## src/rtl/core/ternary_pattern_match_table_macros.svh

```systemverilog
// Assertion macros used by the ternary pattern match table RTL.
`ifndef TERNARY_PATTERN_MATCH_TABLE_MACROS_SVH
`define TERNARY_PATTERN_MATCH_TABLE_MACROS_SVH

`ifndef SYNTHESIS

// Same-cycle implication, disabled while reset is asserted.
`define TPMT_ASSERT_NOW(label, clk, rst_n, ante, cons) \
    label: assert property (@(posedge clk) disable iff (!(rst_n)) (ante) |-> (cons)) \
        else $error("tpmt assertion failed");

// Next-cycle implication, disabled while reset is asserted.
`define TPMT_ASSERT_NEXT(label, clk, rst_n, ante, cons) \
    label: assert property (@(posedge clk) disable iff (!(rst_n)) (ante) |=> (cons)) \
        else $error("tpmt assertion failed");

`else

`define TPMT_ASSERT_NOW(label, clk, rst_n, ante, cons)
`define TPMT_ASSERT_NEXT(label, clk, rst_n, ante, cons)

`endif

`endif

```

## src/rtl/core/tpmt_pkg.sv

```systemverilog
`timescale 1ns / 1ps

package tpmt_pkg;

    localparam int ENTRIES      = 256;
    localparam int PATTERN_BITS = 128;
    localparam int IDX_W        = (ENTRIES > 1) ? $clog2(ENTRIES) : 1;
    localparam int WIDTH_W      = 8;
    localparam int HALF_W       = 64;

    localparam logic [WIDTH_W-1:0] WIDTH_RESET = 8'd128;

    // operation codes carried in s_tuser
    localparam logic OP_WRITE = 1'b0;
    localparam logic OP_QUERY = 1'b1;

    typedef logic [PATTERN_BITS-1:0] pattern_t;

    // one stored entry: disallowed mask above required mask
    typedef struct packed {
        pattern_t disallowed;
        pattern_t required;
    } entry_t;

    // scan control from the sequencer to the match unit
    typedef struct packed {
        logic clear;
        logic compare;
    } scan_ctl_t;

endpackage

```

## src/rtl/core/tpmt_match.sv

```systemverilog
`timescale 1ns / 1ps

module tpmt_match
    import tpmt_pkg::*;
(
    input  logic      aclk,
    input  logic      aresetn,
    input  scan_ctl_t ctl,
    input  entry_t    entry,
    input  pattern_t  query,
    input  pattern_t  void_mask,
    output logic      hit
);

    logic hit_reg;
    logic hit_next;
    logic entry_ok;

    // required bits all present; disallowed bits absent from query and void zone
    assign entry_ok = ((entry.required & ~query) == '0) &&
                      ((entry.disallowed & (query | void_mask)) == '0);

    always_comb begin
        hit_next = hit_reg;
        if (ctl.clear) begin
            hit_next = 1'b0;
        end else if (ctl.compare && entry_ok) begin
            hit_next = 1'b1;
        end
    end

    always_ff @(posedge aclk) begin
        if (!aresetn) begin
            hit_reg <= 1'b0;
        end else begin
            hit_reg <= hit_next;
        end
    end

    assign hit = hit_reg;

endmodule

```

## config.mk

```make
export PLATFORM = sky130hd
export DESIGN_NAME = tpmt_match
export DESIGN_NICKNAME = d
export VERILOG_FILES = /design/src/rtl/core/ternary_pattern_match_table_macros.svh /design/src/rtl/core/tpmt_pkg.sv /design/src/rtl/core/tpmt_match.sv
export SDC_FILE = /design/constraint.sdc
export NUM_CORES = 1
export LEC_CHECK = 0
export BUFFER_PORTS_ARGS = -buffer_cell sky130_fd_sc_hd__buf_2
export CORE_AREA = 2 2 203 205
export CTS_CLUSTER_DIAMETER = 60
export DETAILED_ROUTE_END_ITERATION = 10
export DIE_AREA = 0 0 205 207
export MAX_ROUTING_LAYER = met4
export PLACE_DENSITY = 0.35
export SETUP_SLACK_MARGIN = 0.2
export SYNTH_ARGS = -nofsm -noshare
export SYNTH_HDL_FRONTEND = slang
export SYNTH_SLANG_ARGS = --single-unit
```

## constraint.sdc

```tcl
create_clock -name aclk -period 1.25 [get_ports aclk]
set_clock_uncertainty 0.15 [all_clocks]
set_input_delay 0.0625 -clock aclk [delete_from_list [all_inputs] [get_ports aclk]]
set_output_delay 0.0625 -clock aclk [all_outputs]
set_load 0.1 [all_outputs]
```

# Word-level counts from Yosys, hierarchy flattened
# Index checks and enable logic that the tools add are counted.
# totals
ff_bits,1
inputBits,516
output_inout_bits,1
word_cells,11
# op_classes
n_bitwise,5
reduce_logical,5
# op_table
op,n
AND 128 bit,2
zero test 128 bit,2
NOT 128 bit,1
OR 128 bit,1
logical AND 1 bit,2
OR reduction 2 bit,1
NOT 1 bit,1

# Logic depth before layout (Yosys ltp)
# depth
depth_word,5
mapped_depth,6

# Worst setup path after synthesis
# Ideal clock, no wire load.
# synth_timing
kind,reg2reg
startpoint,register hit (netlist name)
endpoint,register hit_reg (netlist: hit)
setup_time_ns,0.073
t_arrival_ns,1.220
required_ns,1.027
slack_ns,-0.194
stages_incl_launch_ff,3
n_path_buf,0
period_less_slack_ns,1.444
path_cell_list,dfxtp_1 -> inv_1 -> o22ai_2
# synth_lines
element,line,text
end signal: assignment,tpmt_match.sv:36,hit_reg <= hit_next;
end: declaration,tpmt_match.sv:15,logic hit_reg;

# Worst setup path in the final report
# layout_timing
startpoint,input query[0]
endpoint,register hit_reg (netlist: hit)
# layout_via
elab_chain_cells,5
elab_cells_between_ends,8
# layout_rtl
element,line,text
start: declaration,tpmt_match.sv:10,"input pattern_t query,"
OR 128 bit / NOT 128 bit (equally long branches),"tpmt_match.sv:21, tpmt_match.sv:20",
AND 128 bit (on tied branches),"tpmt_match.sv:21, tpmt_match.sv:20",
zero test 128 bit (on tied branches),"tpmt_match.sv:21, tpmt_match.sv:20",
logical AND 1 bit *,tpmt_match.sv:20,assign entry_ok = ((entry.required & ~query) == '0) &&
logical AND 1 bit *,tpmt_match.sv:27,end else if (ctl.compare && entry_ok) begin
# Mark *: on every way between the ends. The rest lies on a longest branch, timed or not.
# A chain may end at the register's enable or synchronous reset.

==> run metrics <==
worst slew pin tran ~650 ps; wire length on met2 between 10 and 15 mm; max incr delay on CP ~390 ps; share of cells above drive strength 1 between 60 and 70%; Critical Path RT slightly above 1000 ps; FMAX 485 MHz; CP arrival about 1800 ps; Synth Area per Inst around 5.5 um^2; Die W just over 200 um; first-pass GRT wire length 37.6 mm; WS Path Type in2reg; worst hold stages 4; core box area 40400 um^2; vias per inst 3.47; WL met1 between 10 and 15 mm; R2R cell count 2; Mapped Area ~2000 um^2; Post-Synth Simple-Gate Area around 32%; Final setup viols 1; max reg flops 1; compound-gate portion of the synthesized area around half; vias in the first global route 5645; Register Area ~21 um^2; commonest non-fill, non-tap cells in the layout buf_2, buf_4, inv_1; warnings from Yosys 0; Total Routing Usage GR about an eighth; global route overflow 0; via count approximately 5300; fin crit share 165%; worst path cell trace buf_2 -> o21ai_1 -> buf_4 -> nand4_1 -> nor4_2 -> nand4_1 -> or3_4 -> o22ai_2; status finished with violations; Min Hold Slack between 300 and 400 ps; num rows 74; worst rel slew slack a little under three fifths; Die ar. between 40000 and 50000 um^2; failing checks setup timing; drt pass-1 iters 4; peak supply drop about 0.08 mV; Chip Height approximately 210 um; Top FF cell, synth dfxtp_1; drc violations 0; critical path startpoint category input port; DRT antenna net count 0; crit end category flip-flop; Crit Path Max Fanout 2; met3 wire length between 1.5 and 2 mm; LEAKAGE around 3.4 nW; post-synthesis cell type count 27; fillcell total roughly 4800; Pwr Density around 300 nW/um^2; dpl hpwl between 20 and 30 mm; pin count of the biggest net entering global routing 3; Starting Density ~5%; post-synthesis adder-cell area fraction 0%; asr flop ratio synth 0%; Post-layout nets 1516; GPL Wtd Cong 0.920; leading cell type in the layout, fill and taps excluded buf_2; sequential area share after synthesis 0.982%; Clock transition at path regs 0 ps; insertion delay to the later sink of the worst-skew pair 0 ps; post-synthesis mux area share 0%; post-synthesis xor/xnor area fraction 0%; initial antenna violation count 5; Final Hold Viols 0; largest family of logic cells by synthesized area compound AO/OA/AOI/OAI gates; Yosys reg bits 1; total power about 0.0019 W; Post-synth EDFFs 0; CP max-delay cell or3_4; Routed WL approximately 29 mm; Setup WS post-layout -813 ps; top-level I/O count slightly above 500; Port Buffer Count a little over 500; net count after synthesis roughly 900; Final min period between 2000 and 2500 ps; Slew Limit Fails 0; max_cap viols 0; most used cell, CP nand4_1; area occupied by multi-input gates between 1500 and 2000 um^2; Initial DRC Count 155; DR WL/cell between 15 and 20 um; RSZ-0062 raised after global routing true; DR top layer met4; Layout area overhead 207%; Cells after Synth between 300 and 400; min-delay worst type in2reg
-- worst max-delay path: cells and delay by family --
| family | cells | cell delay, ps |
|---|---|---|
| AOI/OAI and AO/OA | 2 | 320 |
| buffers and inverters | 2 | 300 |
| and+or+nand+nor | 4 | 1140 |
-- cell usage after synthesis (2+ instances only) --
cell type | instances | area [um^2]
a2111oi_0 | 8 | 70.1
a2111oi_1 | 2 | 20.0
a222oi_1 | 2 | 20.0
and4_1 | 2 | 17.5
inv_1 | 89 | 334
nand2_1 | 3 | 11.3
nand2b_1 | 7 | 43.8
nand4_1 | 35 | 219
nor2_1 | 3 | 11.3
nor2b_1 | 32 | 200
nor4_1 | 15 | 93.8
o2111ai_1 | 2 | 17.5
o21ai_0 | 78 | 390
o21ai_1 | 49 | 245
o221ai_1 | 3 | 26.3
o22ai_1 | 32 | 200
-- metrics by stage --
step / cell area, um^2 / instances / utilization, % / setup TNS [ps] / worst slack, ps
after global placement: 6120 / 1530 / 15.2 / -1600 / -1600
after CTS: 6220 / 1530 / 15.4 / -915 / -915
after detailed placement: 6120 / 1530 / 15.2 / -1610 / -1610
after floorplan: 2040 / 373 / - / -89.0 / -89.0
after global routing: 6260 / 1534 / 15.5 / -948 / -948
final: 6260 / 1534 / 15.5 / -813 / -813
-- timing repair --
item	4_1_cts	5_1_grt
setup buffers	0	0
pin swaps	7	0
hold buffers	0	0
setup endpoints to repair	1	1
resized for setup	28	8
-- power breakdown --
part             internal, W  leakage, nW  switching (W)
combinational        0.00103         3.43       0.000833
clock          0.00000000247    0.0000254              0
sequential         0.0000325      0.00857              0
-- cell type report --
cell class | instances | area share, %
timing repair buffer | 625 | 55.0
multi-input combinational | 282 | 28.4
tap | 532 | 10.6
inverter | 90 | 5.39
sequential | 1 | 0.340
antenna | 4 | 0.160
-- path summary, 6_finish.rpt --
kind	startpoint	endpoint	slack (ps)
worst max-delay path	query[0]	hit	-810
worst min register to register	hit	hit	360
worst max register to register	hit	hit	480
worst min-delay path	aresetn	hit	330
-- cell families (layout without fill, tap and decap cells) --
logic type	after synthesis	in the layout
AOI/OAI and AO/OA	179	179
buffers and inverters	90	715
DFF	1	1
other	0	4
and+or+nand+nor	103	103
-- routing by layer --
layer / vias up / track usage, %
li1: 2652 / -
met1: 2348 / 15.2
met2: 298 / 24.4
met3: 20 / 1.13
met4: 0 / 2.51
met5: - / -
Note: power is estimated with default switching activity, not from simulation.
